File: src/rtl/adsr_pkg.sv
// ----------------------------------------------------------------------------
// adsr_pkg
// Shared types and constants of the linear ADSR envelope generator: stage and
// operation codes, configuration register indexes and parameter defaults.
// ----------------------------------------------------------------------------
`default_nettype none

package adsr_pkg;

    localparam int LEVEL_FRACTION_BITS_DEF = 24;
    localparam int DELAY_BITS_DEF          = 16;

    localparam int CFG_ADDR_W = 3;

    localparam logic [CFG_ADDR_W-1:0] CFG_ATTACK_STEP   = 3'd0;
    localparam logic [CFG_ADDR_W-1:0] CFG_DECAY_STEP    = 3'd1;
    localparam logic [CFG_ADDR_W-1:0] CFG_RELEASE_STEP  = 3'd2;
    localparam logic [CFG_ADDR_W-1:0] CFG_SUSTAIN_LEVEL = 3'd3;
    localparam logic [CFG_ADDR_W-1:0] CFG_RETRIGGER     = 3'd4;

    localparam int STAGE_W = 3;
    localparam int OP_W    = 2;

    typedef enum logic [STAGE_W-1:0] {
        ST_IDLE    = 3'd0,
        ST_ATTACK  = 3'd1,
        ST_DECAY   = 3'd2,
        ST_SUSTAIN = 3'd3,
        ST_RELEASE = 3'd4
    } t_stage;

    typedef enum logic [OP_W-1:0] {
        OP_TICK      = 2'd0,
        OP_GATE      = 2'd1,
        OP_TRIGGER   = 2'd2,
        OP_SET_LEVEL = 2'd3
    } t_op;

endpackage

`default_nettype wire

File: src/rtl/adsr_envelope_generator_top.sv
// ----------------------------------------------------------------------------
// adsr_envelope_generator_top
// Linear ADSR envelope: every input beat (tick, gate, trigger or set level)
// updates the envelope state and returns one beat with level and stage.
// ----------------------------------------------------------------------------
// Usage:
//   Slave channel i_s_*: one operation per beat, kind in tuser, operands in
//   tdata. Master channel o_m_*: one result beat per input beat, in order.
//   Configuration: i_cfg_we / i_cfg_addr / i_cfg_data write a register at the
//   clock edge; write only while no beat is in flight.
// Path: an accepted input beat goes through the input register, then the
//   envelope state, which is the result register, before it shows on o_m_*.
// Throughput: one beat per cycle while not stalled; the whole update is a single
//   add or subtract, a compare and the stage decision between those two registers.
// Reset (synchronous, active low): level 0, stage idle, gate mode, gate
//   released, no delay pending, steps and sustain at 1.0, retrigger off.
// Stall: while i_m_tready is low the result holds, the input register keeps
//   one more beat and o_s_tready drops once it is full.
// ----------------------------------------------------------------------------
`default_nettype none

module adsr_envelope_generator_top #(
    parameter int LEVEL_FRACTION_BITS = adsr_pkg::LEVEL_FRACTION_BITS_DEF,
    parameter int DELAY_BITS          = adsr_pkg::DELAY_BITS_DEF,
    localparam int LW    = LEVEL_FRACTION_BITS + 1,
    localparam int IN_W  = ((1 + DELAY_BITS + LW + 7) / 8) * 8,
    localparam int OUT_W = ((LW + adsr_pkg::STAGE_W + 7) / 8) * 8
) (
    input  wire logic                            i_clk,
    input  wire logic                            i_rst_n,
    input  wire logic                            i_s_tvalid,
    output logic                                 o_s_tready,
    // gate_on, gate_delay, new_level (low bit first)
    input  wire logic [IN_W-1:0]                 i_s_tdata,
    // operation
    input  wire logic [adsr_pkg::OP_W-1:0]       i_s_tuser,
    output logic                                 o_m_tvalid,
    input  wire logic                            i_m_tready,
    // level, stage (low bit first)
    output logic [OUT_W-1:0]                     o_m_tdata,
    input  wire logic                            i_cfg_we,
    input  wire logic [adsr_pkg::CFG_ADDR_W-1:0] i_cfg_addr,
    input  wire logic [LW-1:0]                   i_cfg_data
);
    import adsr_pkg::*;

    localparam logic [LW-1:0] LEVEL_ONE  = {1'b1, {LEVEL_FRACTION_BITS{1'b0}}};
    localparam logic [LW-1:0] LEVEL_ZERO = '0;

    logic [LW-1:0]         r_attack_step;
    logic [LW-1:0]         r_decay_step;
    logic [LW-1:0]         r_release_step;
    logic [LW-1:0]         r_sustain;
    logic                  r_retrigger;

    logic                  r_in_valid;
    t_op                   r_in_op;
    logic                  r_in_gate_on;
    logic [DELAY_BITS-1:0] r_in_delay;
    logic [LW-1:0]         r_in_level;

    logic                  r_out_valid;
    logic [LW-1:0]         r_level;
    t_stage                r_stage;
    logic                  r_trig;
    logic                  r_gate;
    logic                  r_delay_act;
    logic [DELAY_BITS-1:0] r_delay_cnt;

    logic [LW-1:0]         n_level;
    t_stage                n_stage;
    logic                  n_trig;
    logic                  n_gate;
    logic                  n_delay_act;
    logic [DELAY_BITS-1:0] n_delay_cnt;

    logic                  w_adv;
    logic                  w_fire;
    t_stage                w_stage;
    logic                  w_gate;
    logic [LW:0]           w_sum;
    logic [LW-1:0]         w_dec;
    logic [LW-1:0]         w_rel;

    assign w_adv      = r_in_valid && (!r_out_valid || i_m_tready);
    assign o_s_tready = !r_in_valid || w_adv;
    assign o_m_tvalid = r_out_valid;
    assign o_m_tdata  = OUT_W'({r_stage, r_level});

    always_ff @(posedge i_clk) begin
        if (!i_rst_n) begin
            r_attack_step  <= LEVEL_ONE;
            r_decay_step   <= LEVEL_ONE;
            r_release_step <= LEVEL_ONE;
            r_sustain      <= LEVEL_ONE;
            r_retrigger    <= 1'b0;
        end else if (i_cfg_we) begin
            case (i_cfg_addr)
                CFG_ATTACK_STEP:   r_attack_step  <= i_cfg_data;
                CFG_DECAY_STEP:    r_decay_step   <= i_cfg_data;
                CFG_RELEASE_STEP:  r_release_step <= i_cfg_data;
                CFG_SUSTAIN_LEVEL: r_sustain <= (i_cfg_data > LEVEL_ONE) ? LEVEL_ONE
                                                                          : i_cfg_data;
                CFG_RETRIGGER:     r_retrigger    <= i_cfg_data[0];
                default: ;
            endcase
        end
    end

    always_ff @(posedge i_clk) begin
        if (!i_rst_n) begin
            r_in_valid <= 1'b0;
        end else if (o_s_tready) begin
            r_in_valid <= i_s_tvalid;
        end
    end

    always_ff @(posedge i_clk) begin
        if (o_s_tready && i_s_tvalid) begin
            r_in_op      <= t_op'(i_s_tuser);
            r_in_gate_on <= i_s_tdata[0];
            r_in_delay   <= i_s_tdata[DELAY_BITS:1];
            r_in_level   <= i_s_tdata[DELAY_BITS+LW:DELAY_BITS+1];
        end
    end

    // delayed start and the ramp arithmetic of a tick
    assign w_fire  = r_delay_act && (r_delay_cnt == '0);
    assign w_stage = w_fire ? ST_ATTACK : r_stage;
    assign w_gate  = (w_fire && r_trig) ? 1'b0 : r_gate;
    assign w_sum   = {1'b0, r_level} + {1'b0, r_attack_step};
    assign w_dec   = (r_level > r_decay_step) ? (r_level - r_decay_step) : LEVEL_ZERO;
    assign w_rel   = (r_level > r_release_step) ? (r_level - r_release_step) : LEVEL_ZERO;

    always_comb begin
        n_level     = r_level;
        n_stage     = r_stage;
        n_trig      = r_trig;
        n_gate      = r_gate;
        n_delay_act = r_delay_act;
        n_delay_cnt = r_delay_cnt;
        case (r_in_op)
            OP_TICK: begin
                n_stage = w_stage;
                n_gate  = w_gate;
                if (r_delay_act) begin
                    if (r_delay_cnt == '0) begin
                        n_delay_act = 1'b0;
                    end else begin
                        n_delay_cnt = r_delay_cnt - 1'b1;
                    end
                end
                case (w_stage)
                    ST_ATTACK: begin
                        if (w_sum >= {1'b0, LEVEL_ONE}) begin
                            n_level = LEVEL_ONE;
                            n_stage = ST_DECAY;
                        end else begin
                            n_level = w_sum[LW-1:0];
                            if (!w_gate && !r_trig) begin
                                n_stage = ST_RELEASE;
                            end
                        end
                    end
                    ST_DECAY: begin
                        if (w_dec <= r_sustain) begin
                            n_level = r_sustain;
                            n_stage = r_trig ? ST_RELEASE : ST_SUSTAIN;
                        end else begin
                            n_level = w_dec;
                            if (!w_gate && !r_trig) begin
                                n_stage = ST_RELEASE;
                            end
                        end
                    end
                    ST_SUSTAIN: begin
                        n_level = r_sustain;
                        if (!w_gate) begin
                            n_stage = ST_RELEASE;
                        end
                    end
                    ST_RELEASE: begin
                        n_level = w_rel;
                        if (w_rel == LEVEL_ZERO) begin
                            if (r_retrigger) begin
                                n_trig = 1'b1;
                                if (!w_gate) begin
                                    n_gate      = 1'b1;
                                    n_delay_act = 1'b1;
                                    n_delay_cnt = '0;
                                end
                            end else begin
                                n_stage = ST_IDLE;
                            end
                        end else if (w_gate) begin
                            n_stage = ST_ATTACK;
                        end
                    end
                    default: begin
                        n_level = LEVEL_ZERO;
                        n_stage = w_gate ? ST_ATTACK : ST_IDLE;
                    end
                endcase
            end
            OP_GATE, OP_TRIGGER: begin
                n_trig = (r_in_op == OP_TRIGGER);
                if (r_in_gate_on != r_gate) begin
                    n_gate      = r_in_gate_on;
                    n_delay_act = 1'b1;
                    n_delay_cnt = r_in_delay;
                end
            end
            default: begin
                n_level = (r_in_level > LEVEL_ONE) ? LEVEL_ONE : r_in_level;
            end
        endcase
    end

    always_ff @(posedge i_clk) begin
        if (!i_rst_n) begin
            r_out_valid <= 1'b0;
            r_level     <= LEVEL_ZERO;
            r_stage     <= ST_IDLE;
            r_trig      <= 1'b0;
            r_gate      <= 1'b0;
            r_delay_act <= 1'b0;
            r_delay_cnt <= '0;
        end else begin
            if (w_adv) begin
                r_out_valid <= 1'b1;
                r_level     <= n_level;
                r_stage     <= n_stage;
                r_trig      <= n_trig;
                r_gate      <= n_gate;
                r_delay_act <= n_delay_act;
                r_delay_cnt <= n_delay_cnt;
            end else if (i_m_tready) begin
                r_out_valid <= 1'b0;
            end
        end
    end

endmodule

`default_nettype wire

File: config.mk
export PLATFORM = sky130hd
export DESIGN_NAME = adsr_envelope_generator_top
export DESIGN_NICKNAME = d
export VERILOG_FILES = /design/src/rtl/adsr_pkg.sv /design/src/rtl/adsr_envelope_generator_top.sv
export SDC_FILE = /design/constraint.sdc
export NUM_CORES = 1
export LEC_CHECK = 0
export BUFFER_PORTS_ARGS = -buffer_cell sky130_fd_sc_hd__buf_2
export CAP_MARGIN = 0
export CORE_MARGIN = 2
export CORE_UTILIZATION = 55
export CTS_BUF_LIST = sky130_fd_sc_hd__clkbuf_2 sky130_fd_sc_hd__clkbuf_4 sky130_fd_sc_hd__clkbuf_8
export CTS_CLUSTER_DIAMETER = 80
export DETAILED_ROUTE_END_ITERATION = 16
export HOLD_SLACK_MARGIN = 0.1
export PLACE_DENSITY = 0.74
export REMOVE_ABC_BUFFERS = 1
export SYNTH_ARGS = -nofsm -noshare
export SYNTH_HDL_FRONTEND = slang
export SYNTH_SLANG_ARGS = --single-unit
export TNS_END_PERCENT = 100
File: constraint.sdc
create_clock -name i_clk -period 6.06 [get_ports i_clk]
set_input_delay 0.303 -clock i_clk [delete_from_list [all_inputs] [get_ports i_clk]]
set_output_delay 0.303 -clock i_clk [all_outputs]
set_load 0.05 [all_outputs]
==> run_results.csv, run 1 <==
group,metric,value,unit
outcome,status,"finished clean",
critical_path,r2r_slack,0.42,ns
cells_and_area,final-instance-count-excl-fill,2192,
route,drt_iter0_markers,1692,
clocking,clock_latency,0.50,ns
sta,fin_crit_sh,0.9306,
clocking,numCtsBuffers,17,
cells_and_area,multi_input_area,8577,um^2
job,cap_violations,0,
synthesis,syn_area,13670,um^2
sta,worst_pin_slew,1.235,ns
critical_path,critPathArrivalTime,6.03,ns
route,detail-route-antenna-nets,0,
critical_path,cp-end-kind,"flop",
grt,grt_overflow,0,
synthesis,synth.distinct_cells,87,
synthesis,synth_flop_cell,"dfxtp_1",
grt,grt_use_total,0.3537,
sta,finalMaxSlewViolations,0,
critical_path,crit_path_max_fanout,9,
synthesis,synth_edf_count,44,
grt,antenna_found_initial,0,
power,p_int,0.002124,W
place,dp.cells,2096,
clocking,clock_path_buffers,2,
sta,rsz0062_at_grt,"false",
synthesis,yosys.area.top_type_share,0.2196,
power,netSwitchingFraction,0.3846,
route,drtPass1Iterations,9,
floorplan,design.core.area,24390,um^2
floorplan,num_rows,57,
clocking,post_cts_buffers,0,
cells_and_area,layout_common_cells,"249 x nand2_1, 179 x a21oi_1, 150 x dfxtp_1",
sta,setup_viol,0,
power,combPwrFrac,0.332,
sta,holdWs,0.1272,ns
sta,min_period,5.640,ns
sta,setup_tns,0,ns
hold_path,hp-class,"in2reg",
clocking,h-tree-depth,4,
floorplan,io_pins,117,
power,p_leak,6.428,nW
synthesis,synthArstFlopShare,0,
critical_path,cp-start-kind,"flop",
critical_path,rr_worst_depth,23,
route,vias,13880,
sta,skew,0.02163,ns
floorplan,die_x,161.7,um
power,seq_power_share,0.410,
route,drt-total-wl,46720,um
synthesis,ys_warn_count,0,
synthesis,synth_area_per_cell,7.944,um^2
sta,hold_viol_final,0,
synthesis,synth-seq-cells,194,
grt,grt_pass1_wl,71970,um
synthesis,synthCells,1721,
floorplan,start_util,0.5605,
cells_and_area,ff_latch_area,4324,um^2
power,clkPwrFrac,0.258,
clocking,cts_tree,"built",
synthesis,synth.area.top_cells,"dfxtp_1 22%, edfxtp_1 9.7%, ha_1 9.4%",
clocking,post_cts_resize_count,0,
cells_and_area,diodes,0,
critical_path,path_class,"reg2reg",
place,dp_hpwl,34080,um
critical_path,cp.required,6.45,ns
power,power_density,221.9,nW/um^2
sta,fmax,0.1773,GHz
cells_and_area,layout-drive-gt1-share,0.1183,
cells_and_area,fin_nets,2044,
synthesis,synth-seq-area-share,0.3163,
route,viasPerCell,6.331,
cells_and_area,mostFrequentLayoutCell,"nand2_1",
clocking,path_clk_slew,0.13,ns
place,port_buffers,106,
cells_and_area,syn_to_final_growth,13.76,%
grt,grt_max_degree,62,
route,drc,0,
clocking,cts_sinks,194,
cells_and_area,fillers,2216,
hold_path,hold_depth,3,
synthesis,yosysTopAreaCell,"dfxtp_1",
place,gpl.final_weighted_congestion,1.019,
floorplan,die_y,161.7,um
sta,maxSlewHeadroom,0.1765,
floorplan,die-area,26140,um^2
clocking,hold_buffers,64,
clocking,cts-root-buf,"clkbuf_8",
route,wl_per_cell,21.32,um
power,peakVddDrop,137.3,uV
grt,grt_pass1_vias,13030,
power,p_sw,0.001327,W
## area by class of cell
cell class | instances | share of cell area
Inverter | 106 | 0.02566
Tap cell | 324 | 0.02606
Clock inverter | 14 | 0.01030
Multi-Input combinational cell | 1331 | 0.5514
Sequential cell | 194 | 0.2780
Clock buffer | 18 | 0.01553
Timing Repair Buffer | 205 | 0.09299
## layer usage
layer	vias up	global-route usage	part of all wire
li1	6533	-	-
met3	96	0.05720	0.10
met1	6503	0.4840	0.42
met4	0	0.1364	0.033
met2	745	0.5639	0.45
met5	-	0	0
## power groups by stage
stage / logic, W / registers (W) / clock network, W
global placement: 0.00107 / 0.00144 / 0
floorplan: 0.000723 / 0.00147 / 0
finish: 0.00115 / 0.00141 / 0.000890
CTS: 0.00111 / 0.00141 / 0.000902
detailed placement: 0.00108 / 0.00144 / 0
global route: 0.00123 / 0.00142 / 0.000944
## Yosys cell counts (13+ instances only)
cell type and count:
a21o_1 41, a22oi_1 32, nand4_1 20, and2_1 13
o21ai_0 76, clkbuf_1 72, o21a_1 14, and3_1 18
xor2_1 20, nand2_1 249, a222oi_1 15, a211oi_1 16
o211ai_1 23, a31oi_1 20, edfxtp_1 44, nor4_1 15
inv_1 105, nand2b_1 24, nor3_1 39, nand3_1 41
xnor2_1 42, a21oi_1 181, nor2_1 120, dfxtp_1 150
ha_1 103
## registers in the layout, summed over array words and instances (netlist names), 3 cells and up
| signal | cells |
|---|---|
| r_in_delay | 16 |
| r_stage | 3 |
| r_level | 25 |
| r_release_step | 25 |
| r_sustain | 25 |
| r_decay_step | 25 |
| r_attack_step | 25 |
| r_delay_cnt | 16 |
| r_in_level | 25 |
## final timing paths
kind	startpoint	endpoint
setup reg to reg	r_level[0]	r_level[22]
hold / removal	i_cfg_data[18]	r_attack_step[18]
setup / recovery	r_level[0]	r_level[22]
hold reg to reg	r_release_step[22]	r_release_step[22]
## kinds of logic (layout without fill, tap and decap cells)
group,Yosys count,in the layout,synth area share
multiplexers,10,10,0.007413
XOR/XNOR,62,62,0.03972
other,1,4,0.0002743
adder cells (fa/ha/maj),106,106,0.09866
buffers and inverters,199,343,0.05857
AO/OA/AOI/OAI,550,550,0.2725
AND/OR/NAND/NOR,599,599,0.2066
flip-flops,194,194,0.3163
## critical path: stages (launching register included)
cell,delay [ns]
dfxtp_1,0.36
inv_1,0.12
ha_1,0.18
inv_1,0.05
fa_1,0.41
a21o_1,0.20
a221oi_1,0.46
o211a_1,0.26
o311a_1,0.22
o31ai_1,0.12
a21oi_1,0.23
o21ai_0,0.14
xnor2_1,0.18
nor2_1,0.06
ha_1,0.29
nand4_1,0.14
o21ai_0,0.33
o21ai_0,0.16
o21ba_2,0.44
o21bai_2,0.10
buf_4,0.18
a222oi_1,0.50
o221ai_1,0.22
o211a_1,0.17
## metrics by stage
step                      worst slack (ns)  area (um^2)  total power [W]  utilization
after detailed placement            0.5829        14510         0.002518       0.5950
final                               0.4203        15550         0.003451       0.6377
after CTS                           0.5386        15550         0.003427       0.6377
after global placement              0.6491        14510         0.002509       0.5950
after global routing               0.03195        15550         0.003597       0.6377
after floorplan                     0.4753        13280         0.002191            -
Note: power is estimated with default switching activity, not from simulation.
==> run 2: changes to the inputs <==
==> constraint.sdc (replaced) <==
create_clock -name i_clk -period 7 [get_ports i_clk]
set_input_delay 0.35 -clock i_clk [delete_from_list [all_inputs] [get_ports i_clk]]
set_output_delay 0.35 -clock i_clk [all_outputs]
set_load 0.05 [all_outputs]
==> run 2 against run 1 <==
Final area shrank 1.8%. Total power shrank 13%. Critical path depth shrank 1. Worst setup slack gained 0.32 ns. Via count shrank 0.75%. Hold slack gained 0.029 ns. Non-clock buffer count shrank 30. Count of clock-buffer cells in the layout is the same. Final cell count shrank 1.4%. Sequential power shrank 13%. Die area is the same. Routed wire length is essentially flat.
==> run_results.csv, run 2 (same netlist as run 1, synthesis figures left out) <==
group,metric,value,unit
floorplan,start_util,0.5605,
sta,skew,0.02452,ns
floorplan,design.core.area,24390,um^2
job,cap_violations,0,
grt,grt_overflow,0,
critical_path,cp-end-kind,"flop",
floorplan,io_pins,117,
critical_path,path_class,"reg2reg",
clocking,cts_tree,"built",
sta,fin_crit_sh,0.8949,
clocking,cts_sinks,194,
cells_and_area,fillers,2209,
critical_path,cp.required,7.40,ns
route,wl_per_cell,21.63,um
route,vias,13770,
critical_path,cp-start-kind,"flop",
clocking,numCtsBuffers,17,
sta,worst_pin_slew,1.288,ns
place,port_buffers,106,
place,gpl.final_weighted_congestion,0.9760,
hold_path,hp-class,"in2reg",
outcome,status,"finished clean",
route,drt_iter0_markers,1604,
sta,setup_viol,0,
cells_and_area,syn_to_final_growth,11.70,%
floorplan,die_y,161.7,um
clocking,path_clk_slew,0.12,ns
floorplan,die-area,26140,um^2
grt,grt_pass1_wl,72040,um
power,power_density,197.5,nW/um^2
sta,finalMaxSlewViolations,0,
route,drt-total-wl,46750,um
sta,rsz0062_at_grt,"false",
cells_and_area,fin_nets,2014,
clocking,clock_path_buffers,2,
sta,fmax,0.1596,GHz
sta,holdWs,0.1564,ns
grt,grt_pass1_vias,12940,
clocking,cts-root-buf,"clkbuf_8",
floorplan,num_rows,57,
power,peakVddDrop,124.0,uV
critical_path,critPathArrivalTime,6.66,ns
clocking,h-tree-depth,4,
sta,hold_viol_final,0,
cells_and_area,mostFrequentLayoutCell,"nand2_1",
route,drc,0,
critical_path,crit_path_max_fanout,20,
grt,grt_use_total,0.3548,
power,p_leak,6.282,nW
power,power.total,0.003016,W
place,dp_hpwl,33800,um
floorplan,die_x,161.7,um
grt,grt_max_degree,57,
route,drtPass1Iterations,7,
route,detail-route-antenna-nets,0,
sta,maxSlewHeadroom,0.1388,
clocking,clock_latency,0.49,ns
cells_and_area,diodes,0,
cells_and_area,layout_common_cells,"249 x nand2_1, 179 x a21oi_1, 150 x dfxtp_1",
cells_and_area,layout-drive-gt1-share,0.1137,
grt,antenna_found_initial,0,
sta,setup_tns,0,ns
sta,min_period,6.264,ns
clocking,post_cts_resize_count,0,
route,viasPerCell,6.370,
[run 2: repair_timing]
action                    CTS  global route
hold endpoints to repair   45             0
hold buffers               45             0
buffers inserted            0             0
[run 2: worst paths after layout]
path,cells after the start,endpoint,slack [ns],from
max,22,r_level[0],0.74,r_level[1]
min,3,r_release_step[15],0.16,i_cfg_data[15]
max reg2reg,22,r_level[0],0.74,r_level[1]
min reg2reg,2,r_decay_step[3],0.46,r_decay_step[3]
[run 2: final cells by class]
class                      count  area (um^2)  share of cell area
clock inverter                14        168.9             0.01106
multi-input combinational   1331         8572              0.5613
timing repair buffer         175         1161             0.07603
tap                          324        405.4             0.02654
inverter                     106        399.1             0.02613
sequential                   194         4324              0.2831
clock buffer                  18        241.5             0.01581
[run 2: layer usage]
metal / track usage / part of all wire / up-vias
met5: 0 / 0 / -
met4: 0.1118 / 0.029 / 0
met3: 0.06537 / 0.10 / 90
met2: 0.5728 / 0.45 / 723
met1: 0.4843 / 0.42 / 6492
li1: - / - / 6468
[run 2: power breakdown]
group,switching (W),internal (W),leakage [nW]
clock network,0.000470,0.000335,0.205
registers,0.0000437,0.00119,1.65
logic,0.000616,0.000363,4.43
[run 2: metrics by stage]
| stage | area (um^2) | util | worst slack [ns] | std cells |
|---|---|---|---|---|
| 2_1_floorplan | 13280 | - | 1.415 | 1631 |
| 4_1_cts | 15270 | 0.6261 | 0.9127 | 2162 |
| 5_1_grt | 15270 | 0.6261 | 0.3864 | 2162 |
| 3_5_place_dp | 14410 | 0.5908 | 0.9547 | 2085 |
| 6_report | 15270 | 0.6261 | 0.7357 | 2162 |
| 3_3_place_gp | 14410 | 0.5908 | 1.008 | 2085 |
[run 2: worst max-delay path: stages, from the launching register on]
cell      delay, ns
dfxtp_1        0.67
ha_1           0.34
nor2b_1        0.14
o21ai_0        0.33
a21oi_1        0.13
o21ai_0        0.26
a211oi_1       0.20
o211ai_1       0.43
a21oi_1        0.17
nor2_1         0.19
buf_4          0.30
nor2_1         0.11
ha_1           0.30
a21o_1         0.16
a21oi_1        0.14
o221ai_1       0.13
a311oi_1       0.28
o21ai_0        0.19
o21ba_2        0.34
o21bai_2       0.64
a222oi_1       0.25
o221a_2        0.30
a211oi_1       0.19
